===== src/hw/rtl/jcdc_pkg.sv =====
// shared types, constants and helpers for the julian day converter
`timescale 1ns / 1ps

package jcdc_pkg;

    // request direction
    localparam logic REQ_JD_TO_DATE = 1'b0;
    localparam logic REQ_DATE_TO_JD = 1'b1;

    // supported ranges
    localparam logic [22:0]        JD_MIN   = 23'd366;
    localparam logic [22:0]        JD_MAX   = 23'd5373557;
    localparam logic signed [14:0] YEAR_MIN = -15'sd4712;
    localparam logic signed [14:0] YEAR_MAX = 15'sd9999;

    // conversion constants
    localparam logic [23:0]        JD_OFFSET      = 24'd32082;
    localparam logic [23:0]        DAY_BIAS       = 24'd32083;
    localparam logic signed [15:0] YEAR_BIAS      = 16'sd4800;
    localparam logic [24:0]        DAYS_PER_CYCLE = 25'd1461;
    localparam logic [11:0]        CYCLE_REM_MAX  = 12'd1461;
    localparam logic [22:0]        DAYS_PER_YEAR  = 23'd365;

    // reciprocal of 1461: floor(2^25 / 1461), quotient low by at most one
    localparam int                 RECIP_1461_SHIFT = 25;
    localparam logic [39:0]        RECIP_1461       = 40'd22966;
    // reciprocal of 153: ceil(2^20 / 153), exact for numerators below 12192
    localparam int                 RECIP_153_SHIFT  = 20;
    localparam logic [23:0]        RECIP_153        = 24'd6854;

    // input transaction
    typedef struct packed {
        logic               req;
        logic [22:0]        day_number;
        logic signed [14:0] year;
        logic [3:0]         month;
        logic [4:0]         day;
    } t_req;

    // after decode
    typedef struct packed {
        logic        req;
        logic        ok;
        logic [24:0] num;     // 4 * (jd + 32082) + 3
        logic [13:0] ybias;   // astronomical year + 4800 - a
        logic [3:0]  mshift;  // month counted from march
        logic [4:0]  day;
    } t_st1;

    // after reciprocal multiply
    typedef struct packed {
        logic        req;
        logic        ok;
        logic [24:0] num;
        logic [14:0] q0;
        logic [22:0] ydays;
        logic [11:0] yquad;
        logic [8:0]  dpart;
    } t_st2;

    // after remainder
    typedef struct packed {
        logic        req;
        logic        ok;
        logic [14:0] q0;
        logic [11:0] r0;
        logic [22:0] jd;
    } t_st3;

    // after quotient correction
    typedef struct packed {
        logic        req;
        logic        ok;
        logic [14:0] cyc;
        logic [8:0]  doy;
        logic [22:0] jd;
    } t_st4;

    // after month estimate
    typedef struct packed {
        logic        req;
        logic        ok;
        logic [14:0] cyc;
        logic [8:0]  doy;
        logic [3:0]  mshift;
        logic [22:0] jd;
    } t_st5;

    // result transaction
    typedef struct packed {
        logic [22:0]        day_number;
        logic signed [14:0] year;
        logic [3:0]         month;
        logic [4:0]         day;
        logic               in_range;
    } t_res;

    // days before the start of a month counted from march: (153 * m + 2) / 5
    function automatic logic [8:0] month_offset(input logic [3:0] m);
        logic [8:0] v;
        unique case (m)
            4'd0:    v = 9'd0;
            4'd1:    v = 9'd31;
            4'd2:    v = 9'd61;
            4'd3:    v = 9'd92;
            4'd4:    v = 9'd122;
            4'd5:    v = 9'd153;
            4'd6:    v = 9'd184;
            4'd7:    v = 9'd214;
            4'd8:    v = 9'd245;
            4'd9:    v = 9'd275;
            4'd10:   v = 9'd306;
            4'd11:   v = 9'd337;
            default: v = 9'd0;
        endcase
        return v;
    endfunction

endpackage


===== src/hw/rtl/jcdc_decode.sv =====
// first stage: range checks and operand preparation for both directions
`timescale 1ns / 1ps

module jcdc_decode (
    input  logic            i_clk,
    input  logic            i_rst_n,
    input  logic            i_valid,
    input  jcdc_pkg::t_req  i_data,
    output logic            o_ready,
    output logic            o_valid,
    output jcdc_pkg::t_st1  o_data,
    input  logic            i_ready
);
    import jcdc_pkg::*;

    logic               r_v;
    t_st1               r_st;
    t_st1               n_st;
    logic               en;
    logic signed [14:0] ay;
    logic               leap;
    logic [4:0]         mlen;
    logic               early;
    logic signed [15:0] ysum;
    logic [23:0]        cnum;
    logic               jd_ok;
    logic               date_ok;

    assign en      = !r_v || i_ready;
    assign o_ready = en;
    assign o_valid = r_v;
    assign o_data  = r_st;

    always_comb begin
        // astronomical year, 1 bc becomes 0
        ay    = (i_data.year < 15'sd0) ? i_data.year + 15'sd1 : i_data.year;
        leap  = (ay[1:0] == 2'b00);
        unique case (i_data.month)
            4'd2:                      mlen = leap ? 5'd29 : 5'd28;
            4'd4, 4'd6, 4'd9, 4'd11:   mlen = 5'd30;
            default:                   mlen = 5'd31;
        endcase
        early = (i_data.month <= 4'd2);
        ysum  = 16'(ay) + YEAR_BIAS - (early ? 16'sd1 : 16'sd0);
        cnum  = 24'(i_data.day_number) + JD_OFFSET;

        jd_ok   = (i_data.day_number >= JD_MIN) && (i_data.day_number <= JD_MAX);
        date_ok = (i_data.year >= YEAR_MIN) && (i_data.year <= YEAR_MAX)
                  && (i_data.year != 15'sd0)
                  && (i_data.month >= 4'd1) && (i_data.month <= 4'd12)
                  && (i_data.day >= 5'd1) && (i_data.day <= mlen);

        n_st.req    = i_data.req;
        n_st.ok     = (i_data.req == REQ_DATE_TO_JD) ? date_ok : jd_ok;
        n_st.num    = {cnum[22:0], 2'b11};
        n_st.ybias  = ysum[13:0];
        n_st.mshift = early ? i_data.month + 4'd9 : i_data.month - 4'd3;
        n_st.day    = i_data.day;
    end

    always_ff @(posedge i_clk) begin
        if (!i_rst_n) begin
            r_v <= 1'b0;
        end else if (en) begin
            r_v <= i_valid;
        end
    end

    always_ff @(posedge i_clk) begin
        if (en) begin
            r_st <= n_st;
        end
    end

endmodule


===== src/hw/rtl/jcdc_divide.sv =====
// stages two to four: division by 1461 and the day number sum
`timescale 1ns / 1ps

module jcdc_divide (
    input  logic            i_clk,
    input  logic            i_rst_n,
    input  logic            i_valid,
    input  jcdc_pkg::t_st1  i_data,
    output logic            o_ready,
    output logic            o_valid,
    output jcdc_pkg::t_st4  o_data,
    input  logic            i_ready
);
    import jcdc_pkg::*;

    logic        r_v2;
    logic        r_v3;
    logic        r_v4;
    t_st2        r_st2;
    t_st3        r_st3;
    t_st4        r_st4;
    t_st2        n_st2;
    t_st3        n_st3;
    t_st4        n_st4;
    logic        en2;
    logic        en3;
    logic        en4;
    logic [39:0] prod;
    logic [24:0] qm;
    logic [23:0] jsum;
    logic [11:0] rem;

    assign en4     = !r_v4 || i_ready;
    assign en3     = !r_v3 || en4;
    assign en2     = !r_v2 || en3;
    assign o_ready = en2;
    assign o_valid = r_v4;
    assign o_data  = r_st4;

    // quotient estimate by reciprocal, year days for the other direction
    always_comb begin
        prod         = 40'(i_data.num) * RECIP_1461;
        n_st2.req    = i_data.req;
        n_st2.ok     = i_data.ok;
        n_st2.num    = i_data.num;
        n_st2.q0     = 15'(prod >> RECIP_1461_SHIFT);
        n_st2.ydays  = 23'(23'(i_data.ybias) * DAYS_PER_YEAR);
        n_st2.yquad  = i_data.ybias[13:2];
        n_st2.dpart  = 9'(i_data.day) + month_offset(i_data.mshift);
    end

    // remainder of the estimate, day number total
    always_comb begin
        qm          = 25'(25'(r_st2.q0) * DAYS_PER_CYCLE);
        jsum        = 24'(r_st2.ydays) + 24'(r_st2.yquad) + 24'(r_st2.dpart) - DAY_BIAS;
        n_st3.req   = r_st2.req;
        n_st3.ok    = r_st2.ok;
        n_st3.q0    = r_st2.q0;
        n_st3.r0    = 12'(r_st2.num - qm);
        n_st3.jd    = jsum[22:0];
    end

    // estimate can be one low: fold the remainder back once
    always_comb begin
        n_st4.req = r_st3.req;
        n_st4.ok  = r_st3.ok;
        n_st4.jd  = r_st3.jd;
        if (r_st3.r0 >= CYCLE_REM_MAX) begin
            n_st4.cyc = r_st3.q0 + 15'd1;
            rem       = r_st3.r0 - CYCLE_REM_MAX;
        end else begin
            n_st4.cyc = r_st3.q0;
            rem       = r_st3.r0;
        end
        // day of the year from march is the remainder over four
        n_st4.doy = rem[10:2];
    end

    always_ff @(posedge i_clk) begin
        if (!i_rst_n) begin
            r_v2 <= 1'b0;
            r_v3 <= 1'b0;
            r_v4 <= 1'b0;
        end else begin
            if (en2) begin
                r_v2 <= i_valid;
            end
            if (en3) begin
                r_v3 <= r_v2;
            end
            if (en4) begin
                r_v4 <= r_v3;
            end
        end
    end

    always_ff @(posedge i_clk) begin
        if (en2) begin
            r_st2 <= n_st2;
        end
        if (en3) begin
            r_st3 <= n_st3;
        end
        if (en4) begin
            r_st4 <= n_st4;
        end
    end

endmodule


===== src/hw/rtl/jcdc_finish.sv =====
// stages five and six: month split and result formatting
`timescale 1ns / 1ps

module jcdc_finish (
    input  logic            i_clk,
    input  logic            i_rst_n,
    input  logic            i_valid,
    input  jcdc_pkg::t_st4  i_data,
    output logic            o_ready,
    output logic            o_valid,
    output jcdc_pkg::t_res  o_data,
    input  logic            i_ready
);
    import jcdc_pkg::*;

    logic               r_v5;
    logic               r_v6;
    t_st5               r_st5;
    t_res               r_res;
    t_st5               n_st5;
    t_res               n_res;
    logic               en5;
    logic               en6;
    logic [10:0]        mnum;
    logic [23:0]        mprod;
    logic               late;
    logic [8:0]         dd;
    logic signed [15:0] ys;

    assign en6     = !r_v6 || i_ready;
    assign en5     = !r_v5 || en6;
    assign o_ready = en5;
    assign o_valid = r_v6;
    assign o_data  = r_res;

    // month from march: (5 * doy + 2) / 153 by reciprocal
    always_comb begin
        mnum         = 11'(11'(i_data.doy) * 11'd5 + 11'd2);
        mprod        = 24'(mnum) * RECIP_153;
        n_st5.req    = i_data.req;
        n_st5.ok     = i_data.ok;
        n_st5.cyc    = i_data.cyc;
        n_st5.doy    = i_data.doy;
        n_st5.mshift = 4'(mprod >> RECIP_153_SHIFT);
        n_st5.jd     = i_data.jd;
    end

    always_comb begin
        late = (r_st5.mshift >= 4'd10);   // january or february of next year
        dd   = r_st5.doy - month_offset(r_st5.mshift) + 9'd1;
        ys   = signed'({1'b0, r_st5.cyc}) - YEAR_BIAS + (late ? 16'sd1 : 16'sd0);
        // no year zero: astronomical 0 is 1 bc
        if (ys < 16'sd1) begin
            ys = ys - 16'sd1;
        end
        n_res = '0;
        if (r_st5.ok) begin
            n_res.in_range = 1'b1;
            if (r_st5.req == REQ_DATE_TO_JD) begin
                n_res.day_number = r_st5.jd;
            end else begin
                n_res.year  = ys[14:0];
                n_res.month = late ? r_st5.mshift - 4'd9 : r_st5.mshift + 4'd3;
                n_res.day   = dd[4:0];
            end
        end
    end

    always_ff @(posedge i_clk) begin
        if (!i_rst_n) begin
            r_v5 <= 1'b0;
            r_v6 <= 1'b0;
        end else begin
            if (en5) begin
                r_v5 <= i_valid;
            end
            if (en6) begin
                r_v6 <= r_v5;
            end
        end
    end

    always_ff @(posedge i_clk) begin
        if (en5) begin
            r_st5 <= n_st5;
        end
        if (en6) begin
            r_res <= n_res;
        end
    end

endmodule


===== src/hw/rtl/julian_calendar_day_converter_unit.sv =====
// top level of the julian day number / julian calendar date converter
`timescale 1ns / 1ps

// julian day number <-> proleptic julian calendar date, both directions
// - slave channel: one request per transaction, tuser selects the direction
//   (0: day number to date, 1: date to day number), tdata carries the operands
// - master channel: one result per request, in request order; tuser is the
//   in-range flag, and every tdata field is zero when it is low
// - pipeline: six register stages (decode, reciprocal multiply for /1461,
//   remainder, quotient correction, month multiply for /153, result format)
// - throughput: one request per cycle while the receiver takes results; each stage holds its own valid bit
//   and fills whenever it or the stage after it is free, so bubbles close up
//   and new requests are taken while a finished result waits at the output
// - receiver stall: the output register holds its result, upstream stages
//   keep filling until the pipeline is full, then o_s_tready drops
// - reset: synchronous, active low, empties every stage; no other state

module julian_calendar_day_converter_unit (
    input  logic        i_clk,
    input  logic        i_rst_n,
    // slave channel
    input  logic        i_s_tvalid,
    output logic        o_s_tready,
    // day_number_in[22:0], year_in[37:23], month_in[41:38], day_in[46:42], zero[47]
    input  logic [47:0] i_s_tdata,
    // req_type[0]
    input  logic        i_s_tuser,
    // master channel
    output logic        o_m_tvalid,
    input  logic        i_m_tready,
    // day_number_out[22:0], year_out[37:23], month_out[41:38], day_out[46:42], zero[47]
    output logic [47:0] o_m_tdata,
    // in_range[0]
    output logic        o_m_tuser
);
    import jcdc_pkg::*;

    t_req  req;
    t_st1  st1;
    t_st4  st4;
    t_res  res;
    logic  v1;
    logic  v4;
    logic  rdy_div;
    logic  rdy_fin;

    // unpack the request transaction
    assign req.req        = i_s_tuser;
    assign req.day_number = i_s_tdata[22:0];
    assign req.year       = i_s_tdata[37:23];
    assign req.month      = i_s_tdata[41:38];
    assign req.day        = i_s_tdata[46:42];

    jcdc_decode u_decode (
        .i_clk   (i_clk),
        .i_rst_n (i_rst_n),
        .i_valid (i_s_tvalid),
        .i_data  (req),
        .o_ready (o_s_tready),
        .o_valid (v1),
        .o_data  (st1),
        .i_ready (rdy_div)
    );

    jcdc_divide u_divide (
        .i_clk   (i_clk),
        .i_rst_n (i_rst_n),
        .i_valid (v1),
        .i_data  (st1),
        .o_ready (rdy_div),
        .o_valid (v4),
        .o_data  (st4),
        .i_ready (rdy_fin)
    );

    jcdc_finish u_finish (
        .i_clk   (i_clk),
        .i_rst_n (i_rst_n),
        .i_valid (v4),
        .i_data  (st4),
        .o_ready (rdy_fin),
        .o_valid (o_m_tvalid),
        .o_data  (res),
        .i_ready (i_m_tready)
    );

    // pack the result transaction
    assign o_m_tdata = {1'b0, res.day, res.month, res.year, res.day_number};
    assign o_m_tuser = res.in_range;

endmodule


===== config.mk =====
export PLATFORM = sky130hd
export DESIGN_NAME = julian_calendar_day_converter_unit
export DESIGN_NICKNAME = d
export VERILOG_FILES = /design/src/hw/rtl/jcdc_pkg.sv /design/src/hw/rtl/jcdc_decode.sv /design/src/hw/rtl/jcdc_divide.sv /design/src/hw/rtl/jcdc_finish.sv /design/src/hw/rtl/julian_calendar_day_converter_unit.sv
export SDC_FILE = /design/constraint.sdc
export NUM_CORES = 1
export LEC_CHECK = 0
export CAP_MARGIN = 20
export CORE_MARGIN = 2
export CORE_UTILIZATION = 45
export DETAILED_ROUTE_END_ITERATION = 6
export DONT_BUFFER_PORTS = 1
export PLACE_DENSITY_LB_ADDON = 0.3
export SLEW_MARGIN = 25
export SYNTH_ARGS = -nofsm -noshare
export SYNTH_HDL_FRONTEND = slang
export SYNTH_SLANG_ARGS = --single-unit

===== constraint.sdc =====
create_clock -name i_clk -period 12.7 [get_ports i_clk]
set_clock_uncertainty 0.15 [all_clocks]
set_input_delay 3.175 -clock i_clk [delete_from_list [all_inputs] [get_ports i_clk]]
set_output_delay 3.175 -clock i_clk [all_outputs]
set_load 0.005 [all_outputs]

* Word-level counts from Yosys, hierarchy flattened *
Memories as Yosys holds them, arrays and structs flattened. A register that Yosys moved wholly into a read port is not among the register bits.
Cells that the tools add are included.

operators by class
  add/subtract/negate cells = 21
  multipliers = 5
  magnitude comparators = 13
  eq/ne operators = 5
  muxes and demuxes = 14
  bitwise operators = 1
  reduce and logical (&&, ||, !) cells = 24

operator list
  kind                      count
  $mul A25 B14 Y39 const B  1
  $mux W15                  2
  $add A23 B12 Y23          1
  $add A23 B15 Y23 const B  1
  $add A23 B9 Y23           1
  $ge A23 B9 Y1 const B     1
  $le A23 B23 Y1 const B    1
  $mul A11 B12 Y23 const B  1
  $mul A14 B9 Y23 const B   1
  $sub A23 B15 Y23 const B  1
  $add A16 B2 Y16           1
  $lt A16 B2 Y1 const B     1
  $mux W4                   4
  $sub A15 B13 Y16 const B  1
  $add A15 B1 Y15 const B   1
  $ge A15 B14 Y1 const B    1
  $le A15 B15 Y1 const B    1
  $lt A15 B1 Y1 const B     1
  $mul A15 B11 Y12 const B  1
  $reduce_bool A15 Y1       1
  $sub A15 B2 Y15 const B   1
  $add A14 B14 Y14 const B  1
  $add A14 B2 Y14 const B   1
  $mux W14                  1
  other kinds (33)          55

storage, ports and cells
  flip-flop bits (word level) = 323
  memory bits (read-only) = 288
  bits of input ports = 53
  output and inout bits = 51
  word-level logic and storage cells = 125
  memories = 2

memory list
  memory           words  bits a word  read ports  clocked after Yosys merged registers in  write ports  RTL line         RTL
  (no name shown)  16     9            1           1                                        0            jcdc_pkg.sv:101  unique case (m)
  (no name shown)  16     9            1           1                                        0            jcdc_pkg.sv:101

* Depth between registers and ports, before layout *
Gate-level depths: netlist of run 1.

  depth in word-level cells = 8
  mapped depth = 32
  gate-level depth less buffers = 32

* Hierarchy *
From an unflattened synthesis of run 1, not the netlist that was laid out.

unflattened totals
  cell total of the unflattened synthesis = 2578
  area total of the unflattened synthesis = 29180.5 sq um

by module, submodules not included
  module                              times used  cells an instance  area each (sq um)  seq. area each (sq um)
  jcdc_divide                         1           1657               18572.8            5285.1
  jcdc_finish                         1           624                7425.9             3052.9
  jcdc_decode                         1           295                3170.5             1461.4
  julian_calendar_day_converter_unit  1           2                  11.3               0.0

* Worst setup path after synthesis of run 1 *
Ideal clock, no wire load.

  kind = input to output
  start point = input i_m_tready
  end point = output o_s_tready
  arrival = 6.223 ns
  data required time = 9.375 ns
  setup slack = 3.152 ns
  stages = 4
  buffers on the path = 0
  cell sequence = and3b_1 > nand3_1 > nor2_1 > nand2_1

between the ends
  cells in the longest elaborated chain, start to end = 6

RTL lines
  item                RTL line                                  RTL
  from (decl)         julian_calendar_day_converter_unit.sv:30  input logic i_m_tready,
  $logic_or A1 B1 Y1  jcdc_finish.sv:30                         assign en6 = !r_v6 || i_ready;
  $logic_or A1 B1 Y1  jcdc_finish.sv:31                         assign en5 = !r_v5 || en6;
  $logic_or A1 B1 Y1  jcdc_divide.sv:33                         assign en4 = !r_v4 || i_ready;
  $logic_or A1 B1 Y1  jcdc_divide.sv:34                         assign en3 = !r_v3 || en4;
  net u_divide.en3    jcdc_divide.sv:26                         logic en3;
  $logic_or A1 B1 Y1  jcdc_divide.sv:35                         assign en2 = !r_v2 || en3;
  $logic_or A1 B1 Y1  jcdc_decode.sv:29                         assign en = !r_v || i_ready;
  to (decl)           julian_calendar_day_converter_unit.sv:23  output logic o_s_tready,

The timed path passes the listed nets, and every way through them passes these cells.

==> results.md, run 1 <==
- The die area is around 66000 um^2.
- The number of hold buffers added after CTS is 0.
- The final RePlAce weighted congestion is 0.884.
- The die is 256 um tall.
- For the pin with the worst max-slew slack, the measured transition is 981 ps.
- The critical path's most frequent cell is sky130_fd_sc_hd__ha_1.
- The routed metal-1 wirelength is between 20000 and 25000 um.
- The first global-routing pass estimated 88300 um of wire.
- The post-synthesis average cell area is 11.4 um^2.
- Summing over every cut layer, the via total after detailed routing is approximately 17000.
- The number of standard cells in the layout, taps in and fillers out is ~3400.
- The total clock sinks is 337.
- The slowest stage cell on the critical path is sky130_fd_sc_hd__fa_1.
- The violation count after the first detailed-route iteration is ~920.
- For this run, the number of Yosys warnings is 0.
- The number of global-route vias before repair is around 18000.
- The HPWL after detailed placement is approximately 43000 um.
- Timing analysis after detailed placement gives a worst setup slack of 4080 ps.
- After synthesis, the share of flip-flops with an asynchronous set or reset is 0.
- In the routed design, unresolved DRC markers number 0.
- Once the clock tree was built, the resizer swapped 0 gates to a different size.
- Synthesis produced a netlist with a net count of approximately 3300.
- The number of clock buffers added by TritonCTS is 37.
- For this run, the top clock speed supported by timing is around 120 MHz.
- The later-pin clock latency in the skew report is 570 ps.
- The number of antenna violations at the first check in global routing came to 0.
- Dividing the final minimum period by the clock period gives 0.681.
- CTS placed an instance of sky130_fd_sc_hd__clkbuf_16 at the clock tree root.
- The highest metal layer with signal wires is met4.
- The synthesized design contains around 340 register bits.
- 0 antenna diodes ended up in the layout.
- The post-detailed-routing wire length is roughly 52000 um.
- The dominant register cell in the synthesized netlist is sky130_fd_sc_hd__edfxtp_1.
- The clock tree from TritonCTS is done.
- The number of distinct library cells after synthesis is 85.
- The layout filler cell count is 5703.
- The floorplan step defined a core boundary enclosing roughly 63000 um^2.
- In this run, placement finished with an instance count of around 3400.
- In this run the critical register-to-register path is launched from u_divide.o_data[24].
- STA puts the critical path data required time at 13040 ps.
- The flow ran to the end, and the final reports show no timing, DRC or antenna violations.
- The H-tree was split into 2 levels.
- The worst-case headroom to the max-slew limit is 0.346.
- The effective utilization at floorplan is 0.455.
- The post-detailed-route count of antenna-violating nets is 0.
- On the worst path, the slowest cell contributes a delay of roughly 550 ps.
- The number of top-level design ports is ~100.
- During placement, the flow inserted port buffers numbering 0.
- The worst hold path belongs to the class reg2reg.
- The critical path starts at u_divide.o_data[24].
- After technology mapping, the gate count stands at 2526.
- Setup repair after global routing left no endpoint under its margin.
- The sequential area share after synthesis is 0.346.
- For this run, the total global-route usage over all layers was measured as 0.163.
- Summed over all layers, the global routing overflow is 0.
- The kind of capture point of the worst setup path is a flip-flop.
- The initialized floorplan defines 92 standard-cell rows.
- Clock-pin slew was measured on the worst setup and hold paths at 60 ps.
- The final-stage net count is 3283.
- Counting flops with a built-in enable in the synthesized netlist gives about 320.
- After routing, the total negative slack on setup checks comes to 0 ps.
- The startpoint of the most critical hold path is u_divide.o_data[9].
- The worst path setup slack after routing is about 4000 ps.
- After clock tree synthesis, the setup repair step added 0 buffers.
- The tool flagged a number of max-cap violations equal to 0.
- The hold violation count in the final report is 0.
- The post-detailed-route via-to-cell ratio is 5.04.
- The final-report max-slew violation count is 0.
- The worst path needs around 8700 ps of the cycle, external delays included.
- The number of iterations in the first detailed-routing pass is 5.
- At the worst endpoint, the arrival time is about 9000 ps.
- The share of final-layout standard cells stronger than drive strength 1 is 0.0361.
- Of all nets on the critical path, the largest fanout is 6.
- The average wire per cell in the routed design is around 15 um.
- Detailed routing placed a total of about 25000 um of wire on met2.
- The count of endpoints failing setup in the final report is 0.
- The die is 256 um wide.
- From synthesis to final layout, the design area changed by 7.75%.
- The sort of element at the start of the critical path is a flip-flop.
- The critical path class is reg2reg.
- The sum of met3 wire segment lengths after detailed routing is between 2000 and 2500 um.
- The maximum number of pins on one net before global-route repair is 55.
- The netlist area before placement is approximately 29000 um^2.
- The maximum buffer depth of the clock tree is 3.
layer usage:
metal  vias to the layer above  GRT usage
li1                       8585          -
met1                      8272      0.221
met2                       319      0.276
met3                        49     0.0258
met4                         0     0.0383
met5                         -          0
state kept, by name, summed over array words and instances (netlist names), named ones only:
signal,cells
u_divide.r_st2,54
u_decode.o_valid,1
u_finish.r_st5,49
u_decode.o_data,48
u_divide.o_valid,1
u_divide.o_data,49
u_divide.r_v2,1
u_finish.r_v5,1
u_divide.n_st3,17
u_finish.o_valid,1
u_divide.n_st4,25
u_finish.o_data,48
u_divide.r_st3,27
u_divide.r_v3,1
cell usage after synthesis, types with 5 or more instances:
cell	number	area [um^2]
sky130_fd_sc_hd__mux2i_1	8	80.1
sky130_fd_sc_hd__nand2b_1	17	106
sky130_fd_sc_hd__edfxtp_1	317	9520
sky130_fd_sc_hd__nor3_1	32	160
sky130_fd_sc_hd__o31ai_1	5	37.5
sky130_fd_sc_hd__and4_1	7	61.3
sky130_fd_sc_hd__a211o_1	5	43.8
sky130_fd_sc_hd__nor2_1	97	364
sky130_fd_sc_hd__a311oi_1	5	43.8
sky130_fd_sc_hd__nor3b_1	6	45.0
sky130_fd_sc_hd__a21o_1	35	263
sky130_fd_sc_hd__o211ai_1	17	128
sky130_fd_sc_hd__nand4b_1	5	43.8
sky130_fd_sc_hd__nand3_1	45	225
sky130_fd_sc_hd__fa_1	253	5060
sky130_fd_sc_hd__inv_1	554	2080
sky130_fd_sc_hd__dfxtp_1	20	400
sky130_fd_sc_hd__and2_1	5	31.3
sky130_fd_sc_hd__xor2_1	56	490
sky130_fd_sc_hd__nor2b_1	15	93.8
sky130_fd_sc_hd__a31oi_1	8	50.1
sky130_fd_sc_hd__a21oi_1	74	370
sky130_fd_sc_hd__o2111ai_1	6	52.6
sky130_fd_sc_hd__nor4_1	11	68.8
sky130_fd_sc_hd__clkbuf_1	15	56.3
sky130_fd_sc_hd__ha_1	431	5390
sky130_fd_sc_hd__o211a_1	7	70.1
sky130_fd_sc_hd__and3_1	38	238
sky130_fd_sc_hd__or2_2	5	31.3
sky130_fd_sc_hd__o21a_1	17	128
sky130_fd_sc_hd__xnor2_1	122	1070
sky130_fd_sc_hd__nor4b_1	5	43.8
sky130_fd_sc_hd__o21bai_1	16	120
sky130_fd_sc_hd__nand2_1	80	300
sky130_fd_sc_hd__or3_1	10	62.6
sky130_fd_sc_hd__nand4_1	18	113
sky130_fd_sc_hd__a211oi_1	14	105
sky130_fd_sc_hd__a21boi_0	9	67.6
sky130_fd_sc_hd__o21ai_0	55	275
sky130_fd_sc_hd__buf_6	6	67.6
placed cells by master, fill, tap and decap left out, drive strengths merged, types with 11 or more instances in the layout:
| cell type | instances |
|---|---|
| inv | 556 |
| ha | 431 |
| edfxtp | 317 |
| fa | 253 |
| xnor2 | 122 |
| nor2 | 97 |
| nand2 | 80 |
| a21oi | 74 |
| o21ai | 60 |
| xor2 | 56 |
| clkbuf | 46 |
| nand3 | 45 |
| and3 | 39 |
| a21o | 35 |
| nor3 | 32 |
| dfxtp | 20 |
| nand4 | 18 |
| o21a | 18 |
| o211ai | 18 |
| nand2b | 17 |
| o21bai | 16 |
| nor2b | 15 |
| a211oi | 15 |
| clkinv | 14 |
| nor4 | 12 |
| or3 | 11 |
worst max-delay path: cells and delay by family, from the launching register on:
family / cells / cell delay [ps]
AOI/OAI and AO/OA: 10 / 2560
xor gates and xnor gates: 1 / 150
adders and majority gates: 9 / 3550
buffers and inverters: 3 / 290
DFF: 1 / 500
and+or+nand+nor: 6 / 1390
layout make-up:
type / count / area (um^2) / area share
Multi-Input combinational cell: 1612 / 16500 / 0.536
Sequential cell: 337 / 9920 / 0.321
Inverter: 554 / 2080 / 0.0673
Tap cell: 846 / 1060 / 0.0343
Clock buffer: 46 / 1000 / 0.0324
Clock inverter: 21 / 260 / 0.00842
Timing Repair Buffer: 4 / 30.0 / 0.000972
through the flow:
| step | area (um^2) | util | hold WS, ps |
|---|---|---|---|
| final | 30900 | 0.490 | 263 |
| after global routing | 30900 | 0.490 | 270 |
| after CTS | 30900 | 0.490 | 267 |
| after detailed placement | 29600 | 0.470 | 255 |
| after global placement | 29600 | 0.470 | 251 |
| after floorplan | 28700 | - | 250 |
path summary, 6_finish.rpt:
check	endpoint	slack, ps	cells past startpoint
max	flip-flop	4050	29
min	u_finish.r_st5[9]	260	0
max reg2reg	flip-flop	4050	29
min reg2reg	u_finish.r_st5[9]	260	0
cells by family (layout without fill, tap and decap cells):
group                    count (synthesis)  in the layout  synth area share
adder cells (fa/ha/maj)                684            684             0.365
other                                    1              1          0.000131
AO/OA/AOI/OAI                          317            317            0.0754
AND/OR/NAND/NOR                        419            419            0.0772
buffers and inverters                  577            625            0.0775
XOR/XNOR                               178            178            0.0544
flip-flops                             337            337             0.346
multiplexers                            13             13           0.00476
Power of run 1 is left out: the tool's default activity adds up to more than one toggle a clock period on the data nets, which glitch-free logic cannot reach.
==> inputs of run 2 (changes only) <==
--- a/config.mk
+++ b/config.mk
@@ -5,6 +5,7 @@
 export SDC_FILE = /design/constraint.sdc
 export NUM_CORES = 1
 export LEC_CHECK = 0
+export ABC_AREA = 1
 export CAP_MARGIN = 20
 export CORE_MARGIN = 2
 export CORE_UTILIZATION = 45
==> constraint.sdc (replaced) <==
create_clock -name i_clk -period 8.5 [get_ports i_clk]
set_clock_uncertainty 0.15 [all_clocks]
set_input_delay 2.125 -clock i_clk [delete_from_list [all_inputs] [get_ports i_clk]]
set_output_delay 2.125 -clock i_clk [all_outputs]
set_load 0.005 [all_outputs]
==> results.md, run 2 <==
- The run finished with clean final reports.
- The post-detailed-route via-to-cell ratio is 4.89 (-3.0%).
- The number of post-CTS setup repair buffers is 0 (unchanged).
- The total global routing overflow is 0 (unchanged).
- The number of flops mapped to enable cells by yosys is 317 (unchanged).
- The worst setup path is captured at a flip-flop.
- The number of hold buffers added after CTS was 0 (unchanged).
- Yosys instantiated no cell more often than sky130_fd_sc_hd__inv_1.
- The effective utilization at floorplan came to 0.456 (+0.00166).
- The total number of vias is 19700 (+14%).
- The hold violation count in the final report is 0 (unchanged).
- The number of flip-flops in the largest register is 54 (unchanged).
- The total clock sinks is 337 (unchanged).
- The post-detailed-routing wire length is 58100 um (+11%).
- The signal arrival time at the worst endpoint came to 7820 ps (-1170 ps).
- The half-perimeter wire length of the detailed placement result is 48100 um (+11%).
- The diode insertion count for antenna repair was 0 (unchanged).
- In the layout the commonest cells are sky130_fd_sc_hd__inv_1, sky130_fd_sc_hd__ha_1, sky130_fd_sc_hd__nand2_1.
- For this run, the leading register cell type out of synthesis is sky130_fd_sc_hd__edfxtp_1.
- The tightest hold margin is 257 ps (-6.46 ps).
- The synthesis-to-layout area growth came to 7.72% (about the same).
- The number of top-level design ports was 104 (unchanged).
- The quantity of gates resized following cts is 0 (unchanged).
- The global-route total usage across every layer is 0.174 (+0.0105).
- The post-detailed-route count of antenna-violating nets is 0 (unchanged).
- The clock slew at the register clock pins of the worst setup and hold paths is 60 ps (about the same).
- The die area is 69100 um^2 (+5.1%).
- Ranked by total cell area, the synthesized netlist is headed by sky130_fd_sc_hd__edfxtp_1, sky130_fd_sc_hd__ha_1, sky130_fd_sc_hd__fa_1.
- The number of synthesized register bits is 337 (unchanged).
- The maximum level of the CTS H-tree is 2 (unchanged).
- The most area-hungry cell type in the Yosys netlist is sky130_fd_sc_hd__edfxtp_1.
- The wire length of the first global-routing pass is 98900 um (+12%).
- The slew at the pin with the worst max-slew slack is 864 ps (-117 ps).
- Setup repair after global routing left no endpoint under its margin.
- The shortest clock period the worst path allows after layout is 7470 ps (-1180 ps).
- The reported max-cap violation count is 0 (unchanged).
- The area of the core is 66100 um^2 (+4.8%).
- The netlist area before placement was 30200 um^2 (+5.2%).
- The final RePlAce weighted congestion is 0.879 (-0.61%).
- The type of the most critical hold path is reg2reg.
- TritonCTS built the clock tree.
- The fraction of synthesized cell area taken by the top area cell type is 0.316 (-0.0163).
- The maximum buffer depth of the clock tree was 3 (unchanged).
- The register with the most flip-flops is u_divide.r_st2.
- The biggest cell delay along the critical path is 530 ps (-20 ps).
- The sequential area share after synthesis was 0.329 (-0.0170).
- The upper clock frequency limit is 134 MHz (+16%).
- The worst setup path is of the reg2reg kind.
- The maximum fanout along the worst path was 6 (unchanged).
- The count of endpoints failing setup in the final report is 0 (unchanged).
- The root buffer cell is sky130_fd_sc_hd__clkbuf_16.
- The area occupied by multi-input gates is 17400 um^2 (+4.9%).
- The standard-cell row count is 94 (+2.2%).
- The number of remaining DRC errors is 0 (unchanged).
- The number of iterations in the first detailed-routing pass is 6 (+1).
- The post-synthesis average cell area came to 9.72 um^2 (-14%).
- The total of buffers placed on input and output ports came to 0 (unchanged).
- The final worst-path cycle share is 0.879 (+0.197).
- The count of synthesis-stage warnings from yosys is 0 (unchanged).
- The final-stage net count is 3873 (+18%).
- The later-pin clock latency in the skew report came to 560 ps (about the same).
- Leaving out fill and tap cells, the most frequent cell in the layout is sky130_fd_sc_hd__inv_1.
- The maximum number of pins on one net before global-route repair is 73 (+33%).
- The post-synthesis async set-or-reset flop share is 0 (unchanged).
- The number of distinct library cells after synthesis is 52 (-39%).
- The net count after synthesis is 3839 (+18%).
- The violation count after the first detailed-route iteration is 999 (+8.7%).
- The layout filler cell count came to 6110 (+7.1%).
- The average wire per cell in the routed design is 14.4 um (-5.4%).
- The share of final-layout standard cells stronger than drive strength 1 is 0.0332 (-0.00293).
- The die span in y was 263 um (+2.5%).
- The slowest stage cell on the critical path is sky130_fd_sc_hd__fa_1.
- The critical path's most frequent cell is sky130_fd_sc_hd__nand2_1.
- The sum of negative setup slack is 0 ps (unchanged).
- The sort of element at the start of the critical path is a flip-flop.
- The die boundary width came to 263 um (+2.5%).
- The number of instances in the synthesized netlist is 3102 (+23%).
- The flip-flop and latch area is 9920 um^2 (unchanged).
- The final-report max-slew violation count is 0 (unchanged).
- The number of buffers added by the clock tree synthesis step is 39 (+5.4%).
- The worst-case headroom to the max-slew limit is 0.424 (+0.0778).
- After synthesis, the most frequently instantiated cells are sky130_fd_sc_hd__inv_1, sky130_fd_sc_hd__ha_1, sky130_fd_sc_hd__nand2_1.
- The number of antenna violations at the first check in global routing is 1 (+1).
- The data required time of the critical path is 8850 ps (-4190 ps).
- The number of global-route vias before repair is 20400 (+13%).
run 2: cell types whose count changed after synthesis, moves of 15 or more:
cell,before,now
sky130_fd_sc_hd__nand3_1,45,126
sky130_fd_sc_hd__nand2b_1,17,0
sky130_fd_sc_hd__xor2_1,56,126
sky130_fd_sc_hd__nand2_1,80,403
sky130_fd_sc_hd__nor2_1,97,184
sky130_fd_sc_hd__a21o_1,35,16
sky130_fd_sc_hd__nor2b_1,15,0
sky130_fd_sc_hd__xnor2_1,122,42
sky130_fd_sc_hd__a21oi_1,74,146
sky130_fd_sc_hd__inv_1,554,744
sky130_fd_sc_hd__o21ai_0,55,80
sky130_fd_sc_hd__and3_1,38,2
run 2: metal layers:
metal	track usage	up-vias	share of wire
li1	-	10100	-
met1	0.233	9198	0.47
met2	0.294	332	0.46
met3	0.0280	82	0.041
met4	0.0428	2	0.021
met5	0	-	0.00022
run 2: final timing paths:
path / to / cells past startpoint / slack (ps) / from
max: flip-flop / 36 / 1030 / u_divide.o_data[24]
max reg2reg: flip-flop / 36 / 1030 / u_divide.o_data[24]
min: u_finish.r_st5[45] / 0 / 260 / u_divide.o_data[41]
min reg2reg: u_finish.r_st5[45] / 0 / 260 / u_divide.o_data[41]
run 2: final cells by class:
type | count | area share
multi-input cells | 2001 | 0.534
inverters | 750 | 0.0867
well taps | 864 | 0.0333
flip-flops and latches | 337 | 0.305
repair buffers | 7 | 0.00162
clock buffers | 51 | 0.0320
clock inverters | 17 | 0.00674
run 2: critical path: cells and delay by family, from the launching register on:
| kind | cells | cell delay [ps] |
|---|---|---|
| AOI/OAI and AO/OA | 4 | 720 |
| DFF | 1 | 490 |
| xor gates and xnor gates | 1 | 250 |
| adders and majority gates | 9 | 3600 |
| buffers and inverters | 5 | 390 |
| and+or+nand+nor | 17 | 1810 |
run 2: kinds of logic (layout without fill, tap and decap cells):
group                      Yosys count  count (layout)  share of synthesized area
and+or+nand+nor                    837             837                      0.121
AOI/OAI and AO/OA                  310             310                     0.0584
buffers and inverters              764             825                     0.0958
other                                1               1                   0.000124
xor gates and xnor gates           169             169                     0.0493
adders and majority gates          684             684                      0.347
DFF                                337             337                      0.329
run 2: metrics by stage:
stage | setup WS (ps) | instance area [um^2] | instances | util
6_report | 1030 | 32500 | 4027 | 0.491
5_1_grt | 304 | 32500 | 4027 | 0.491
4_1_cts | 937 | 32500 | 4027 | 0.491
3_5_place_dp | 998 | 31200 | 3959 | 0.472
3_3_place_gp | 993 | 31200 | 3959 | 0.472
2_1_floorplan | 826 | 30200 | 3102 | -
Power of run 2 is left out for the same reason.
==> inputs of run 3 (changes only) <==
--- a/config.mk
+++ b/config.mk
@@ -8,7 +8,7 @@
 export ABC_AREA = 1
 export CAP_MARGIN = 20
 export CORE_MARGIN = 2
-export CORE_UTILIZATION = 45
+export CORE_UTILIZATION = 42
 export DETAILED_ROUTE_END_ITERATION = 6
 export DONT_BUFFER_PORTS = 1
 export PLACE_DENSITY_LB_ADDON = 0.3
==> results.md, run 3 (synthesized netlist as in run 2, its figures left out) <==
- The flow ran to the end, and the final reports show no timing, DRC or antenna violations.
- The area of the core is 71200 um^2 (+7.8%).
- The total global routing overflow was 0 (unchanged).
- The maximum number of pins on one net before global-route repair came to 73 (unchanged).
- The number of antenna violations at the first check in global routing is 0 (-1).
- The average wire per cell in the routed design is 14.3 um (-1.2%).
- The startpoint of the worst-slack reg-to-reg timing path is u_divide.o_data[24].
- The number of remaining DRC errors came to 0 (unchanged).
- The total of buffers placed on input and output ports is 0 (unchanged).
- The met1 global-route usage is 0.219 (-0.0142).
- The die area is 74000 um^2 (+7.0%).
- The quantity of gates resized following cts is 0 (unchanged).
- The post-detailed-route via-to-cell ratio was 4.77 (-2.4%).
- The register with the most flip-flops is u_divide.r_st2.
- The violation count after the first detailed-route iteration is 859 (-14%).
- The number of iterations in the first detailed-routing pass is 7 (+1).
- The internal reg-to-reg setup slack is 1100 ps (+70 ps).
- The kind of capture point of the worst setup path is a flip-flop.
- The tightest hold margin is 267 ps (+10.2 ps).
- Relative to the synthesized area, the layout overhead comes to 8.15%.
- The clock slew at the register clock pins of the worst setup and hold paths is 60 ps (about the same).
- The library cells used most frequently in the layout, excluding fill and tap cells, are sky130_fd_sc_hd__inv_1, sky130_fd_sc_hd__ha_1, sky130_fd_sc_hd__nand2_1.
- The number of top-level design ports came to 104 (unchanged).
- The number of flip-flops in the largest register is 54 (unchanged).
- The library cell used most frequently in the layout, excluding fill and tap cells, is sky130_fd_sc_hd__inv_1.
- The hold path depth was 0 (unchanged).
- The hold violation count in the final report came to 0 (unchanged).
- The total number of vias was 19600 (-0.28%).
- The data required time of the critical path came to 8860 ps (about the same).
- The maximum fanout along the worst path is 6 (unchanged).
- The final RePlAce weighted congestion is 0.888 (+1.0%).
- The tightest min-delay check is of the reg2reg type.
- The slew at the pin with the worst max-slew slack is 874 ps (+10.4 ps).
- The final-report max-slew violation count is 0 (unchanged).
- The fraction of met3 tracks used by global routing is 0.0280 (about the same).
- The standard-cell row count is 98 (+4.3%).
- The post-detailed-route count of antenna-violating nets is 0 (unchanged).
- The startpoint of the most critical hold path is u_divide.o_data[42].
- The cell count of the worst reg-to-reg path is 38 (+5.6%).
- The wire length of the first global-routing pass is 98300 um (-0.63%).
- The effective utilization at floorplan is 0.423 (-0.0329).
- The met2 usage in global routing is 0.275 (-0.0195).
- The number of buffers added by the clock tree synthesis step is 39 (unchanged).
- The diode insertion count for antenna repair is 0 (unchanged).
- The final-stage net count is 3872 (-0.026%).
- The number of global-route vias before repair is 20100 (-1.3%).
- The root buffer cell is sky130_fd_sc_hd__clkbuf_16.
- The number of hold buffers added after CTS is 0 (unchanged).
- The count of endpoints failing setup in the final report is 0 (unchanged).
- The slowest stage cell on the critical path is sky130_fd_sc_hd__fa_1.
- The global-route total usage across every layer is 0.164 (-0.0103).
- The clock tree from TritonCTS is done.
- The die span in y is 272 um (+3.5%).
- The post-detailed-routing wire length is 58600 um (+0.92%).
- The critical path buffer and inverter count is 5 (unchanged).
- On the critical path the largest part of the delay comes from adder cells.
- The maximum level of the CTS H-tree is 2 (unchanged).
- For hold timing, the worst endpoint is u_finish.r_st5[46].
- The global routing stage identified its most utilized layer as met2.
- The total clock sinks is 337 (unchanged).
- The sum of negative setup slack is 0 ps (unchanged).
- The upper clock frequency limit was 135 MHz (+0.94%).
- The die boundary width was 272 um (+3.5%).
- The signal arrival time at the worst endpoint is 7760 ps (-60 ps).
- In this design, the critical path's most frequently occurring cell is sky130_fd_sc_hd__nand2_1.
- Setup repair after global routing left no endpoint under its margin.
- The critical path is of the reg2reg type.
- The share of final-layout standard cells stronger than drive strength 1 is 0.0341 (+0.000938).
- The later-pin clock latency in the skew report is 580 ps (+20 ps).
- The worst-case headroom to the max-slew limit came to 0.417 (-0.00692).
- The half-perimeter wire length of the detailed placement result came to 48700 um (+1.3%).
- The reported max-cap violation count is 0 (unchanged).
- The shortest clock period the worst path allows after layout was 7400 ps (-69.7 ps).
- The maximum buffer depth of the clock tree is 3 (unchanged).
- The biggest cell delay along the critical path is 540 ps (about the same).
- The number of post-CTS setup repair buffers is 0 (unchanged).
- The final worst-path cycle share is 0.871 (-0.00819).
- The sort of element at the start of the critical path is a flip-flop.
[run 3: worst max path at each step]
stage | from | end | slack (ps) | cells after the start
5_1_grt | u_divide.o_data[24] | flip-flop | 420 | 36
3_5_place_dp | u_divide.o_data[24] | flip-flop | 1070 | 38
6_report | u_divide.o_data[24] | flip-flop | 1100 | 38
3_3_place_gp | u_divide.o_data[24] | flip-flop | 1210 | 38
2_1_floorplan | i_m_tready | o_s_tready | 830 | 6
4_1_cts | u_divide.o_data[24] | flip-flop | 1030 | 38
[run 3: through the flow]
stage	cells	setup WS, ps	util	area (um^2)
3_5_place_dp	4044	1070	0.440	31300
5_1_grt	4114	415	0.458	32600
6_report	4114	1100	0.458	32600
2_1_floorplan	3102	826	-	30200
4_1_cts	4114	1030	0.458	32600
3_3_place_gp	4044	1210	0.440	31300
[run 3: routing by layer]
layer  vias to the layer above  routed length, um
li1                      10000                  -
met1                      9163              27900
met2                       327              27200
met3                        87               2220
met4                         0               1310
met5                         -                  0
[run 3: layout make-up]
cell class,count,area [um^2]
clock inverters,22,269
clock buffers,48,1020
inverters,750,2820
fillers,6687,38600
repair buffers,6,45.0
flip-flops and latches,337,9920
well taps,950,1190
multi-input cells,2001,17400
Power of run 3 is left out for the same reason.
